===== src/hdl/ppp_lcp_link_handshake_top_defines.svh =====
// Assertion macros used by the PPP LCP handshake top level.
`ifndef PPP_LCP_LINK_HANDSHAKE_TOP_DEFINES_SVH
`define PPP_LCP_LINK_HANDSHAKE_TOP_DEFINES_SVH

// Concurrent check on the rising clock edge, disabled while reset is asserted.
`define PPP_ASSERT(label, clk, rst_n, prop, msg) \
    label: assert property (@(posedge clk) disable iff (!rst_n) prop) else $error(msg);

// Concurrent check on the rising clock edge that also holds during reset.
`define PPP_ASSERT_ALWAYS(label, clk, prop, msg) \
    label: assert property (@(posedge clk) prop) else $error(msg);

`endif


===== src/hdl/ppp_lcp_pkg.sv =====
// Types and constants for the PPP LCP link handshake.
`timescale 1ns / 1ps
`default_nettype none

package ppp_lcp_pkg;

    localparam int unsigned HEADER_BYTES = 4;

    localparam logic [9:0] MIN_OPEN_FRAME  = 10'(HEADER_BYTES + 4);
    localparam logic [9:0] MIN_OTHER_FRAME = 10'(HEADER_BYTES + 2);

    localparam logic [31:0] MAGIC_STEP     = 32'h1010_2305;
    localparam logic [31:0] MAGIC_RESET    = 32'h153a_7062;
    localparam logic [31:0] ASYNCMAP_RESET = 32'hffff_ffff;
    localparam logic [31:0] OFFERED_RESET  = 32'h000a_0000;
    localparam logic [2:0]  RETRY_RESET    = 3'd3;
    localparam logic [5:0]  OPEN_TO_RESET  = 6'd30;
    localparam logic [5:0]  CLOSE_TO_RESET = 6'd5;

    localparam logic [1:0] CMD_OPEN  = 2'd0;
    localparam logic [1:0] CMD_TICK  = 2'd1;
    localparam logic [1:0] CMD_RX    = 2'd2;
    localparam logic [1:0] CMD_CLOSE = 2'd3;

    localparam logic [7:0] CODE_CONFREQ = 8'd1;
    localparam logic [7:0] CODE_CONFACK = 8'd2;
    localparam logic [7:0] CODE_CONFREJ = 8'd4;
    localparam logic [7:0] CODE_TERMREQ = 8'd5;
    localparam logic [7:0] CODE_TERMACK = 8'd6;

    localparam logic [2:0] ACT_NONE    = 3'd0;
    localparam logic [2:0] ACT_CONFREQ = 3'd1;
    localparam logic [2:0] ACT_CONFACK = 3'd2;
    localparam logic [2:0] ACT_TERMREQ = 3'd3;
    localparam logic [2:0] ACT_TERMACK = 3'd4;

    localparam logic [1:0] OUT_NONE   = 2'd0;
    localparam logic [1:0] OUT_UP     = 2'd1;
    localparam logic [1:0] OUT_FAILED = 2'd2;
    localparam logic [1:0] OUT_CLOSED = 2'd3;

    localparam logic [1:0] REG_ASYNCMAP = 2'd0;
    localparam logic [1:0] REG_RETRY    = 2'd1;
    localparam logic [1:0] REG_OPEN_TO  = 2'd2;
    localparam logic [1:0] REG_CLOSE_TO = 2'd3;

    typedef enum logic [3:0] {
        PH_IDLE    = 4'b0001,
        PH_OPENING = 4'b0010,
        PH_UP      = 4'b0100,
        PH_CLOSING = 4'b1000
    } t_phase;

    typedef struct packed {
        logic [2:0]  action;
        logic [7:0]  ident;
        logic [31:0] magic;
        logic [15:0] echo;
        logic [1:0]  outcome;
    } t_res;

    typedef struct packed {
        logic        link_up;
        logic [31:0] asyncmap;
        logic        compress;
    } t_stat;

    function automatic t_res make_res(logic [2:0] action, logic [7:0] ident,
                                      logic [31:0] magic, logic [15:0] echo,
                                      logic [1:0] outcome);
        t_res r;
        r.action  = action;
        r.ident   = ident;
        r.magic   = magic;
        r.echo    = echo;
        r.outcome = outcome;
        return r;
    endfunction

endpackage

`default_nettype wire


===== src/hdl/ppp_lcp_link_handshake_top.sv =====
// Top level of the PPP LCP open and close handshake engine.
//
// Commands arrive on the input channel (valid/stall): open, 100 ms tick,
// received LCP packet header or close request. Each transaction yields one or
// two result transactions on the output channel (valid/stall), the final one
// flagged by o_last. Results carry the packet to send, the outcome and the
// link status after the command.
// Configuration registers are written through i_cfg_valid/o_cfg_ready with a
// register index and data; the port is always ready and should be used only
// while no command is in flight.
// From input acceptance to the first result, a command passes one input
// register, then the decision logic into the result register. Without a
// stall, a command that gives one result sustains one transaction per cycle;
// one that gives two results holds the output register until both are taken.
// When the receiver stalls, the result register holds and the input register
// absorbs one more command before o_in_stall rises.
// Synchronous reset restores the default configuration, the idle phase, the
// initial magic number and the all-ones async map, and empties both registers.
`timescale 1ns / 1ps
`default_nettype none

`include "ppp_lcp_link_handshake_top_defines.svh"

module ppp_lcp_link_handshake_top (
    input  wire logic        i_clk,
    input  wire logic        i_rst_n,
    input  wire logic        i_cfg_valid,
    output logic             o_cfg_ready,
    input  wire logic [1:0]  i_cfg_index,
    input  wire logic [31:0] i_cfg_data,
    input  wire logic        i_in_valid,
    output logic             o_in_stall,
    input  wire logic [1:0]  i_command,
    input  wire logic [7:0]  i_rx_code,
    input  wire logic [7:0]  i_rx_ident,
    input  wire logic [15:0] i_rx_length,
    input  wire logic [9:0]  i_rx_frame_bytes,
    input  wire logic        i_peer_already_asked,
    output logic             o_out_valid,
    input  wire logic        i_out_stall,
    output logic [2:0]       o_action,
    output logic [7:0]       o_packet_ident,
    output logic [31:0]      o_magic_value,
    output logic [15:0]      o_echo_length,
    output logic [1:0]       o_outcome,
    output logic             o_link_is_up,
    output logic [31:0]      o_active_asyncmap,
    output logic             o_compression_on,
    output logic             o_last
);

    logic [31:0] r_offered_asyncmap;
    logic [2:0]  r_retry_limit;
    logic [5:0]  r_open_timeout;
    logic [5:0]  r_close_timeout;

    logic        r_in_valid;
    logic [1:0]  r_command;
    logic [7:0]  r_rx_code;
    logic [7:0]  r_rx_ident;
    logic [15:0] r_rx_length;
    logic [9:0]  r_rx_frame_bytes;
    logic        r_peer_asked;

    ppp_lcp_pkg::t_phase r_phase, n_phase;
    logic [2:0]  r_retry_count, n_retry_count;
    logic [5:0]  r_tick_count, n_tick_count;
    logic        r_req_acked, n_req_acked;
    logic        r_peer_seen, n_peer_seen;
    logic [31:0] r_magic, n_magic;
    logic [7:0]  r_ident, n_ident;
    logic [31:0] r_asyncmap, n_asyncmap;
    logic        r_compress, n_compress;

    ppp_lcp_pkg::t_res  r_res [2];
    ppp_lcp_pkg::t_res  n_res [2];
    ppp_lcp_pkg::t_stat r_stat;
    logic [1:0]  r_cnt, n_cnt;

    logic        w_pop;
    logic        w_fire;
    logic        w_in_accept;
    logic [5:0]  w_limit;
    logic        w_done;
    logic        w_last_idx;

    assign w_pop       = o_out_valid && !i_out_stall;
    assign w_fire      = r_in_valid && ((r_cnt == 2'd0) || ((r_cnt == 2'd1) && w_pop));
    assign o_in_stall  = r_in_valid && !w_fire;
    assign w_in_accept = i_in_valid && !o_in_stall;
    assign o_cfg_ready = 1'b1;

    always_ff @(posedge i_clk) begin
        if (!i_rst_n) begin
            r_offered_asyncmap <= ppp_lcp_pkg::OFFERED_RESET;
            r_retry_limit      <= ppp_lcp_pkg::RETRY_RESET;
            r_open_timeout     <= ppp_lcp_pkg::OPEN_TO_RESET;
            r_close_timeout    <= ppp_lcp_pkg::CLOSE_TO_RESET;
        end else if (i_cfg_valid && o_cfg_ready) begin
            case (i_cfg_index)
                ppp_lcp_pkg::REG_ASYNCMAP: r_offered_asyncmap <= i_cfg_data;
                ppp_lcp_pkg::REG_RETRY:    r_retry_limit      <= i_cfg_data[2:0];
                ppp_lcp_pkg::REG_OPEN_TO:  r_open_timeout     <= i_cfg_data[5:0];
                ppp_lcp_pkg::REG_CLOSE_TO: r_close_timeout    <= i_cfg_data[5:0];
                default: begin
                end
            endcase
        end
    end

    always_ff @(posedge i_clk) begin
        if (!i_rst_n) begin
            r_in_valid <= 1'b0;
        end else if (w_in_accept) begin
            r_in_valid <= 1'b1;
        end else if (w_fire) begin
            r_in_valid <= 1'b0;
        end
    end

    always_ff @(posedge i_clk) begin
        if (w_in_accept) begin
            r_command        <= i_command;
            r_rx_code        <= i_rx_code;
            r_rx_ident       <= i_rx_ident;
            r_rx_length      <= i_rx_length;
            r_rx_frame_bytes <= i_rx_frame_bytes;
            r_peer_asked     <= i_peer_already_asked;
        end
    end

    always_comb begin
        n_phase       = r_phase;
        n_retry_count = r_retry_count;
        n_tick_count  = r_tick_count;
        n_req_acked   = r_req_acked;
        n_peer_seen   = r_peer_seen;
        n_magic       = r_magic;
        n_ident       = r_ident;
        n_asyncmap    = r_asyncmap;
        n_compress    = r_compress;
        n_cnt         = 2'd0;
        n_res[0]      = '0;
        n_res[1]      = '0;
        w_done        = 1'b0;
        w_last_idx    = 1'b0;
        w_limit       = (r_phase == ppp_lcp_pkg::PH_OPENING) ? r_open_timeout
                                                              : r_close_timeout;
        case (r_command)
            ppp_lcp_pkg::CMD_OPEN: begin
                if (r_phase == ppp_lcp_pkg::PH_IDLE || r_phase == ppp_lcp_pkg::PH_OPENING) begin
                    n_magic       = r_magic + ppp_lcp_pkg::MAGIC_STEP;
                    n_ident       = r_ident + 8'd1;
                    n_req_acked   = 1'b0;
                    n_peer_seen   = 1'b0;
                    n_retry_count = 3'd0;
                    n_tick_count  = 6'd0;
                    n_phase       = ppp_lcp_pkg::PH_OPENING;
                    n_res[0]      = ppp_lcp_pkg::make_res(ppp_lcp_pkg::ACT_CONFREQ, n_ident,
                                                          n_magic, 16'd0, ppp_lcp_pkg::OUT_NONE);
                    n_cnt         = 2'd1;
                end
            end
            ppp_lcp_pkg::CMD_TICK: begin
                if (r_phase == ppp_lcp_pkg::PH_OPENING || r_phase == ppp_lcp_pkg::PH_CLOSING) begin
                    n_tick_count = r_tick_count + 6'd1;
                    if (n_tick_count >= w_limit) begin
                        n_tick_count  = 6'd0;
                        n_retry_count = r_retry_count + 3'd1;
                        if (n_retry_count >= r_retry_limit) begin
                            n_phase  = ppp_lcp_pkg::PH_IDLE;
                            n_res[0] = ppp_lcp_pkg::make_res(ppp_lcp_pkg::ACT_NONE, 8'd0,
                                32'd0, 16'd0,
                                (r_phase == ppp_lcp_pkg::PH_OPENING) ? ppp_lcp_pkg::OUT_FAILED
                                                                     : ppp_lcp_pkg::OUT_CLOSED);
                            n_cnt    = 2'd1;
                        end else if (!r_req_acked) begin
                            if (r_phase == ppp_lcp_pkg::PH_OPENING) begin
                                n_res[0] = ppp_lcp_pkg::make_res(ppp_lcp_pkg::ACT_CONFREQ,
                                    r_ident, r_magic, 16'd0, ppp_lcp_pkg::OUT_NONE);
                            end else begin
                                n_res[0] = ppp_lcp_pkg::make_res(ppp_lcp_pkg::ACT_TERMREQ,
                                    r_ident, 32'd0, 16'd0, ppp_lcp_pkg::OUT_NONE);
                            end
                            n_cnt = 2'd1;
                        end
                    end
                end
            end
            ppp_lcp_pkg::CMD_RX: begin
                case (r_phase)
                    ppp_lcp_pkg::PH_OPENING: begin
                        if (r_rx_frame_bytes >= ppp_lcp_pkg::MIN_OPEN_FRAME) begin
                            if (r_rx_length > 16'd4) begin
                                if (r_rx_code == ppp_lcp_pkg::CODE_CONFACK) begin
                                    n_req_acked = 1'b1;
                                end else if (r_rx_code == ppp_lcp_pkg::CODE_CONFREQ) begin
                                    n_res[0] = ppp_lcp_pkg::make_res(ppp_lcp_pkg::ACT_CONFACK,
                                        r_rx_ident, 32'd0, r_rx_length - 16'd4,
                                        ppp_lcp_pkg::OUT_NONE);
                                    n_cnt       = 2'd1;
                                    n_peer_seen = 1'b1;
                                end else if (r_rx_code == ppp_lcp_pkg::CODE_CONFREJ) begin
                                    n_phase  = ppp_lcp_pkg::PH_IDLE;
                                    n_res[0] = ppp_lcp_pkg::make_res(ppp_lcp_pkg::ACT_NONE,
                                        8'd0, 32'd0, 16'd0, ppp_lcp_pkg::OUT_FAILED);
                                    n_cnt    = 2'd1;
                                    w_done   = 1'b1;
                                end
                            end else if (r_rx_code == ppp_lcp_pkg::CODE_TERMREQ) begin
                                n_phase  = ppp_lcp_pkg::PH_IDLE;
                                n_res[0] = ppp_lcp_pkg::make_res(ppp_lcp_pkg::ACT_TERMACK,
                                    r_rx_ident, 32'd0, 16'd0, ppp_lcp_pkg::OUT_FAILED);
                                n_cnt    = 2'd1;
                                w_done   = 1'b1;
                            end
                            if (!w_done && n_req_acked && n_peer_seen) begin
                                n_asyncmap = r_offered_asyncmap;
                                n_compress = 1'b1;
                                n_phase    = ppp_lcp_pkg::PH_UP;
                                if (n_cnt != 2'd0) begin
                                    n_res[0].outcome = ppp_lcp_pkg::OUT_UP;
                                end else begin
                                    n_res[0] = ppp_lcp_pkg::make_res(ppp_lcp_pkg::ACT_NONE,
                                        8'd0, 32'd0, 16'd0, ppp_lcp_pkg::OUT_UP);
                                    n_cnt    = 2'd1;
                                end
                            end
                        end
                    end
                    ppp_lcp_pkg::PH_CLOSING: begin
                        if (r_rx_frame_bytes >= ppp_lcp_pkg::MIN_OTHER_FRAME) begin
                            if (r_rx_code == ppp_lcp_pkg::CODE_TERMACK) begin
                                n_req_acked = 1'b1;
                            end else if (r_rx_code == ppp_lcp_pkg::CODE_TERMREQ) begin
                                n_res[0] = ppp_lcp_pkg::make_res(ppp_lcp_pkg::ACT_TERMACK,
                                    r_rx_ident, 32'd0, 16'd0, ppp_lcp_pkg::OUT_NONE);
                                n_cnt       = 2'd1;
                                n_peer_seen = 1'b1;
                            end
                            if (n_req_acked && n_peer_seen) begin
                                n_phase = ppp_lcp_pkg::PH_IDLE;
                                if (n_cnt != 2'd0) begin
                                    n_res[0].outcome = ppp_lcp_pkg::OUT_CLOSED;
                                end else begin
                                    n_res[0] = ppp_lcp_pkg::make_res(ppp_lcp_pkg::ACT_NONE,
                                        8'd0, 32'd0, 16'd0, ppp_lcp_pkg::OUT_CLOSED);
                                    n_cnt    = 2'd1;
                                end
                            end
                        end
                    end
                    ppp_lcp_pkg::PH_UP: begin
                        if (r_rx_frame_bytes >= ppp_lcp_pkg::MIN_OTHER_FRAME &&
                            r_rx_code == ppp_lcp_pkg::CODE_TERMREQ) begin
                            n_res[0] = ppp_lcp_pkg::make_res(ppp_lcp_pkg::ACT_TERMACK,
                                r_rx_ident, 32'd0, 16'd0, ppp_lcp_pkg::OUT_NONE);
                            n_res[1] = ppp_lcp_pkg::make_res(ppp_lcp_pkg::ACT_TERMREQ,
                                r_ident, 32'd0, 16'd0, ppp_lcp_pkg::OUT_NONE);
                            n_cnt         = 2'd2;
                            n_req_acked   = 1'b0;
                            n_peer_seen   = 1'b1;
                            n_retry_count = 3'd0;
                            n_tick_count  = 6'd0;
                            n_phase       = ppp_lcp_pkg::PH_CLOSING;
                        end
                    end
                    default: begin
                    end
                endcase
            end
            ppp_lcp_pkg::CMD_CLOSE: begin
                if (r_phase == ppp_lcp_pkg::PH_UP) begin
                    n_req_acked   = 1'b0;
                    n_peer_seen   = r_peer_asked;
                    n_retry_count = 3'd0;
                    n_tick_count  = 6'd0;
                    n_phase       = ppp_lcp_pkg::PH_CLOSING;
                    n_res[0]      = ppp_lcp_pkg::make_res(ppp_lcp_pkg::ACT_TERMREQ, r_ident,
                                                          32'd0, 16'd0, ppp_lcp_pkg::OUT_NONE);
                    n_cnt         = 2'd1;
                end
            end
            default: begin
            end
        endcase
        if (n_cnt == 2'd0) begin
            n_res[0] = ppp_lcp_pkg::make_res(ppp_lcp_pkg::ACT_NONE, 8'd0, 32'd0, 16'd0,
                                             ppp_lcp_pkg::OUT_NONE);
            n_cnt    = 2'd1;
        end
        w_last_idx = n_cnt[1];
    end

    always_ff @(posedge i_clk) begin
        if (!i_rst_n) begin
            r_phase       <= ppp_lcp_pkg::PH_IDLE;
            r_retry_count <= 3'd0;
            r_tick_count  <= 6'd0;
            r_req_acked   <= 1'b0;
            r_peer_seen   <= 1'b0;
            r_magic       <= ppp_lcp_pkg::MAGIC_RESET;
            r_ident       <= 8'd0;
            r_asyncmap    <= ppp_lcp_pkg::ASYNCMAP_RESET;
            r_compress    <= 1'b0;
            r_cnt         <= 2'd0;
        end else if (w_fire) begin
            r_phase       <= n_phase;
            r_retry_count <= n_retry_count;
            r_tick_count  <= n_tick_count;
            r_req_acked   <= n_req_acked;
            r_peer_seen   <= n_peer_seen;
            r_magic       <= n_magic;
            r_ident       <= n_ident;
            r_asyncmap    <= n_asyncmap;
            r_compress    <= n_compress;
            r_cnt         <= n_cnt;
        end else if (w_pop) begin
            r_cnt         <= r_cnt - 2'd1;
        end
    end

    always_ff @(posedge i_clk) begin
        if (w_fire) begin
            r_res[0]        <= n_res[0];
            r_res[1]        <= n_res[1];
            r_stat.link_up  <= (n_phase == ppp_lcp_pkg::PH_UP);
            r_stat.asyncmap <= n_asyncmap;
            r_stat.compress <= n_compress;
        end else if (w_pop) begin
            r_res[0]        <= r_res[1];
        end
    end

    assign o_out_valid       = (r_cnt != 2'd0);
    assign o_action          = r_res[0].action;
    assign o_packet_ident    = r_res[0].ident;
    assign o_magic_value     = r_res[0].magic;
    assign o_echo_length     = r_res[0].echo;
    assign o_outcome         = r_res[0].outcome;
    assign o_link_is_up      = r_stat.link_up;
    assign o_active_asyncmap = r_stat.asyncmap;
    assign o_compression_on  = r_stat.compress;
    assign o_last            = (r_cnt == 2'd1);

    `PPP_ASSERT(a_fire_gives_result, i_clk, i_rst_n, w_fire |=> o_out_valid, "Processed transaction produced no result.")
    `PPP_ASSERT(a_two_results_no_outcome, i_clk, i_rst_n, (w_fire && w_last_idx) |-> (n_res[0].outcome == ppp_lcp_pkg::OUT_NONE), "First of two results carries an outcome.")
    `PPP_ASSERT(a_status_matches_phase, i_clk, i_rst_n, w_fire |=> (o_link_is_up == (r_phase == ppp_lcp_pkg::PH_UP)), "Link status disagrees with the phase.")
    `PPP_ASSERT(a_count_bound, i_clk, i_rst_n, r_cnt != 2'd3, "Result register holds more than two results.")
    `PPP_ASSERT_ALWAYS(a_reset_empties, i_clk, !i_rst_n |=> !o_out_valid, "Result register not empty after reset.")

endmodule

`default_nettype wire

===== config.mk =====
export PLATFORM = sky130hd
export DESIGN_NAME = ppp_lcp_link_handshake_top
export DESIGN_NICKNAME = d
export VERILOG_FILES = /design/src/hdl/ppp_lcp_pkg.sv /design/src/hdl/ppp_lcp_link_handshake_top.sv
export VERILOG_INCLUDE_DIRS = /design/src /design/src/hdl
export SDC_FILE = /design/constraint.sdc
export NUM_CORES = 1
export LEC_CHECK = 0
export BUFFER_PORTS_ARGS = -buffer_cell sky130_fd_sc_hd__buf_2
export CAP_MARGIN = 30
export CORE_MARGIN = 5
export CORE_UTILIZATION = 50
export CTS_CLUSTER_SIZE = 40
export DETAILED_ROUTE_END_ITERATION = 8
export GPL_TIMING_DRIVEN = 0
export PLACE_DENSITY = 0.75
export SETUP_SLACK_MARGIN = 0.05
export SLEW_MARGIN = 20
export SYNTH_ARGS = -nofsm -noshare
export SYNTH_HDL_FRONTEND = slang
export SYNTH_SLANG_ARGS = --single-unit
export TNS_END_PERCENT = 5

===== constraint.sdc =====
create_clock -name i_clk -period 7 [get_ports i_clk]
set_input_delay 0.7 -clock i_clk [delete_from_list [all_inputs] [get_ports i_clk]]
set_output_delay 0.7 -clock i_clk [all_outputs]
set_load 0.01 [all_outputs]

* Yosys cells after proc, flatten, opt, wreduce, memory -nomap -nowiden
Memory sizes are Yosys's and may differ from the RTL's.
Cells that the tools add are included.
** Storage, ports and cells
- Bits of input ports :: 84
- Flip-flop bits (word level) :: 217
- Memories :: 1
- Logic and storage cells :: 244
- Bits in writable memories :: 122
** Memory list
- r_res :: depth 2, width 61, read ports 2, clocked after Yosys merged registers in 0, write ports 2, line ppp_lcp_link_handshake_top.sv:75 : ppp_lcp_pkg::t_res r_res [2];
** Operators by class
- Reductions and logical operators :: 34
- Order comparisons :: 5
- Eq/ne operators :: 27
- Mux-type cells :: 146
- Add/subtract/negate cells :: 6
- Bitwise gates (word level) :: 1
** Operator list (count)
- 61-bit two-way mux :: 12
- 60-bit two-way mux :: 8
- 61-bit case mux with 4 select lines :: 1
- 61-bit case mux with 3 select lines :: 1
- 59-bit two-way mux :: 3
- 32-bit two-way mux :: 4
- 122-bit two-way mux :: 1
- 4-bit two-way mux :: 15
- 1-bit two-way mux :: 59
- 6-bit two-way mux :: 7
- 2-bit two-way mux :: 19
- 32-bit by 29-bit adder with 32-bit output (second input constant) :: 1
- 8-bit by 3-bit == test with 1-bit output (second input constant) :: 3
- 6-bit case mux with 4 select lines :: 1
- 3-bit two-way mux :: 6
- 16-bit by 3-bit > comparator with 1-bit output (second input constant) :: 1
- 4-bit case mux with 4 select lines :: 1
- 16-bit by 3-bit subtractor with 16-bit output (second input constant) :: 1
- 2-bit != test (second input constant) :: 6
- 1-bit case mux with 3 select lines :: 4
- 3-bit case mux with 4 select lines :: 1
- 4-bit case mux with 3 select lines :: 1
- 10-bit by 3-bit >= comparator with 1-bit output (second input constant) :: 1
- 10-bit by 4-bit >= comparator with 1-bit output (second input constant) :: 1
- other kinds (30) :: 61

* Logic depth before layout (Yosys ltp)
- Word-level depth :: 18
- Gate-level depth with buffers :: 13
- Mapped depth without buffers :: 11

* Worst setup path before layout
No wires, ideal clock.
- Path kind :: input to register
- Start point :: in i_out_stall
- End point :: mem r_res[0][0] (netlist name), enable pin
- Path buffers :: 0
- Stages :: 1
- Path slack :: 1.441 ns
- Data required time :: 6.436 ns
- Setup time :: 0.564 ns
- Arrival :: 4.995 ns
- Cell sequence :: o21ai_0
** RTL lines
- start, declared :: line ppp_lcp_link_handshake_top.sv:40 : input wire logic i_out_stall,
- end, declared :: line ppp_lcp_link_handshake_top.sv:75

==> out/qor.yml <==
run_status:
  status: "finished clean"
worst_hold_path:
  hold_path.class: "input pin to flip-flop"
  hp-start: "i_command[0]"
sta:
  fmax_mhz: 214.2
  drv_slew: 0
  grt_setup_unrepaired: "no"
  worst_slack_ps: 2332
  timing.hold.ws_ps: 298.5
  period_share: 0.6669
  layout_min_cycle_time_ps: 4668
  hold_violations: 0
  slew_headroom: 0.3220
  setup_violations: 0
  clock-skew-final_ps: 16.83
  worstMarginPinSlew_ps: 1010
routing:
  via_per_inst: 5.794
  routedWlPerCell_microns: 18.81
  drc: 0
  drtPass1Iterations: 6
  drt_wl_total_microns: 35110
  route.vias.total: 10810
  ant_nets: 0
  first_iter_violations: 1036
cells_and_area:
  area_growth_pct: 17.86
  drive_gt1_frac: 0.1980
  fin_area_sq_mm: 0.01576
  multi_input_area_sq_mm: 0.005732
  regArea_sq_mm: 0.007207
  fin_cells: 1866
  num-fill-cells: 2186
  fin_nets: 1609
worst_setup_path:
  cpMaxStageDelayCell: "clkbuf_1"
  start_kind: "flip-flop"
  crit_type: "flip-flop to flip-flop"
  critPathLaunch: "r_phase[0]"
  arrival_ps: 4930
  crit_path_max_fanout: 10
  r2r_start: "r_phase[0]"
  crit_top_cell: "clkbuf_1"
  crit_chain: "clkbuf_1 -> nor4b_1 -> clkbuf_1 -> mux2i_1 -> ha_1 -> a21o_1 -> a41oi_1 -> o41a_1 -> o2111ai_1 -> a2bb2oi_2 -> clkbuf_1 -> a22oi_1"
  cp.required_ps: 7260
  cpPeakStageDelay_ps: 580
  end_kind: "flip-flop"
power:
  totalPowerFinal_mw: 3.986
  p_per_area_mw_per_mm2: 252.9
  irDropWorstVdd_v: 0.0001755
  p_leak_nw: 5.458
yosys:
  ys_types: 83
  synth_nets: 1394
  netlist_instances: 1293
  synth_area_leaders: "edfxtp_1 (33%), dfxtp_1 (21%), nand2_1 (5.1%)"
  synth_top_area_share: 0.3324
  post-synth-top-count-cell: "nand2_1"
  yosysTopAreaCell: "edfxtp_1"
  yosysWarnings: 0
  synthFlopType: "edfxtp_1"
  ys_top_cells_by_count: "nand2_1 (183), edfxtp_1 (148), dfxtp_1 (138), a21oi_1 (104), nor2_1 (88)"
  ys_seq_elements: 286
  async_flop_share: 0
  seq_area_frac_synth: 0.5390
  syn_avg_cell_area_sq_um: 10.34
  synth_edf_count: 148
  syn_area_sq_mm: 0.01337
clock_network:
  cts_hold_buf: 0
  cts_resized: 0
  numCtsBuffers: 30
  cts.sink_count: 286
  htreeDepth: 1
  post-cts-setup-buffer-count: 0
  cts_tree: "yes"
  clockBufferDepth: 3
  cts-root-buf: "clkbuf_16"
  clkLatencyLatePin_ps: 570
  clkTransAtPathRegs_ps: 60
floorplan:
  rows: 59
  die_y_microns: 173.5
  coreArea_sq_mm: 0.02621
  die_w_microns: 173.5
  ios: 183
  initial_utilization: 0.5102
  die_area_sq_mm: 0.03011
placement:
  post_dp_cell_area_sq_mm: 0.01479
  numPlacedInstances: 1811
  post-place-ws_ps: 2467
  numPortBuffers: 179
  hpwl_microns: 24620
  place_congestion: 0.9248
global_routing:
  grt_pass1_wl_microns: 55280
  antenna_found_initial: 5
  grt-ovfl-total: 0
  grt_max_degree: 53
  grtUsageTotal: 0.2228
  grt_pass1_vias: 10500
job:
  max_cap_violations: 0
where the power goes:
group | switching (mW) | internal, mW | leakage (nW)
logic | 0.315 | 0.164 | 2.54
registers | 0.0452 | 1.90 | 2.45
clock network | 0.663 | 0.899 | 0.472
per-layer routing:
layer  global-route usage  share of wire  up-vias
met5                    0         0.0017        -
met4              0.06285          0.027       10
met3              0.06041          0.099       83
met2               0.3597           0.46      479
met1               0.2975           0.42     5082
li1                     -              -     5157
cells by family (layout without fill, tap and decap cells):
| kind of cell | count (synthesis) | after routing | synth area share |
|---|---|---|---|
| buffers and inverters | 103 | 340 | 0.03369 |
| other | 1 | 2 | 0.0002805 |
| multiplexers | 85 | 85 | 0.06663 |
| XOR/XNOR | 56 | 56 | 0.03668 |
| AO/OA/AOI/OAI | 293 | 293 | 0.1451 |
| AND/OR/NAND/NOR | 452 | 452 | 0.1626 |
| flip-flops | 286 | 286 | 0.5390 |
| adder cells (fa/ha/maj) | 17 | 17 | 0.01591 |
critical path, delay by kind of cell, from the launching register on:
kind	cells	cell delay, ps
compound gates	6	1780
buf+inv	3	1310
simple gates	1	390
flops	1	330
mux	1	290
fa+ha+maj	1	270
flip-flops by register name, indices dropped and copies added (netlist names), 3 cells and up:
| signal | cells |
|---|---|
| r_rx_frame_bytes | 9 |
| r_offered_asyncmap | 32 |
| r_tick_count | 6 |
| r_rx_code | 8 |
| r_asyncmap | 32 |
| r_res | 70 |
| r_close_timeout | 6 |
| r_retry_count | 3 |
| r_ident | 8 |
| r_rx_length | 16 |
| r_open_timeout | 6 |
| r_retry_limit | 3 |
| o_active_asyncmap | 32 |
| r_magic | 32 |
| r_phase | 4 |
| r_rx_ident | 8 |
final timing paths:
path	slack [ps]	depth (start not counted)	end
min reg2reg	470	2	r_asyncmap[27]
max reg2reg	2330	12	r_res[0][43]
max	2330	12	r_res[0][43]
min	300	1	r_command[0]
cells in the final DEF, fill, tap and decap left out, types with 15 or more instances in the layout:
master,n
mux2_2,32
edfxtp_1,148
inv_1,20
a22oi_1,15
clkbuf_1,68
ha_1,17
a21oi_1,104
nand2_1,183
nor2_1,88
xnor2_1,31
xor2_1,25
buf_2,188
nor3_1,26
dfxtp_1,138
a211oi_1,18
mux2i_1,53
nand3_1,30
and2_1,15
or3_1,20
clkbuf_16,31
o21ai_0,53
layout make-up:
cell class	count	area share
Inverter	20	0.004764
Antenna cell	1	0.0001588
Buffer	83	0.02406
Clock buffer	40	0.05200
Sequential cell	286	0.4573
Timing Repair Buffer	183	0.06185
Tap cell	335	0.02660
Multi-Input combinational cell	904	0.3637
Clock inverter	14	0.009528
metrics by stage:
| step | utilization | TNS (ps) |
|---|---|---|
| floorplan | - | 0 |
| global placement | 0.5604 | -5576 |
| detailed placement | 0.5642 | 0 |
| CTS | 0.6012 | 0 |
| global route | 0.6012 | 0 |
| finish | 0.6013 | 0 |
Power figures use the tool's default switching activity.
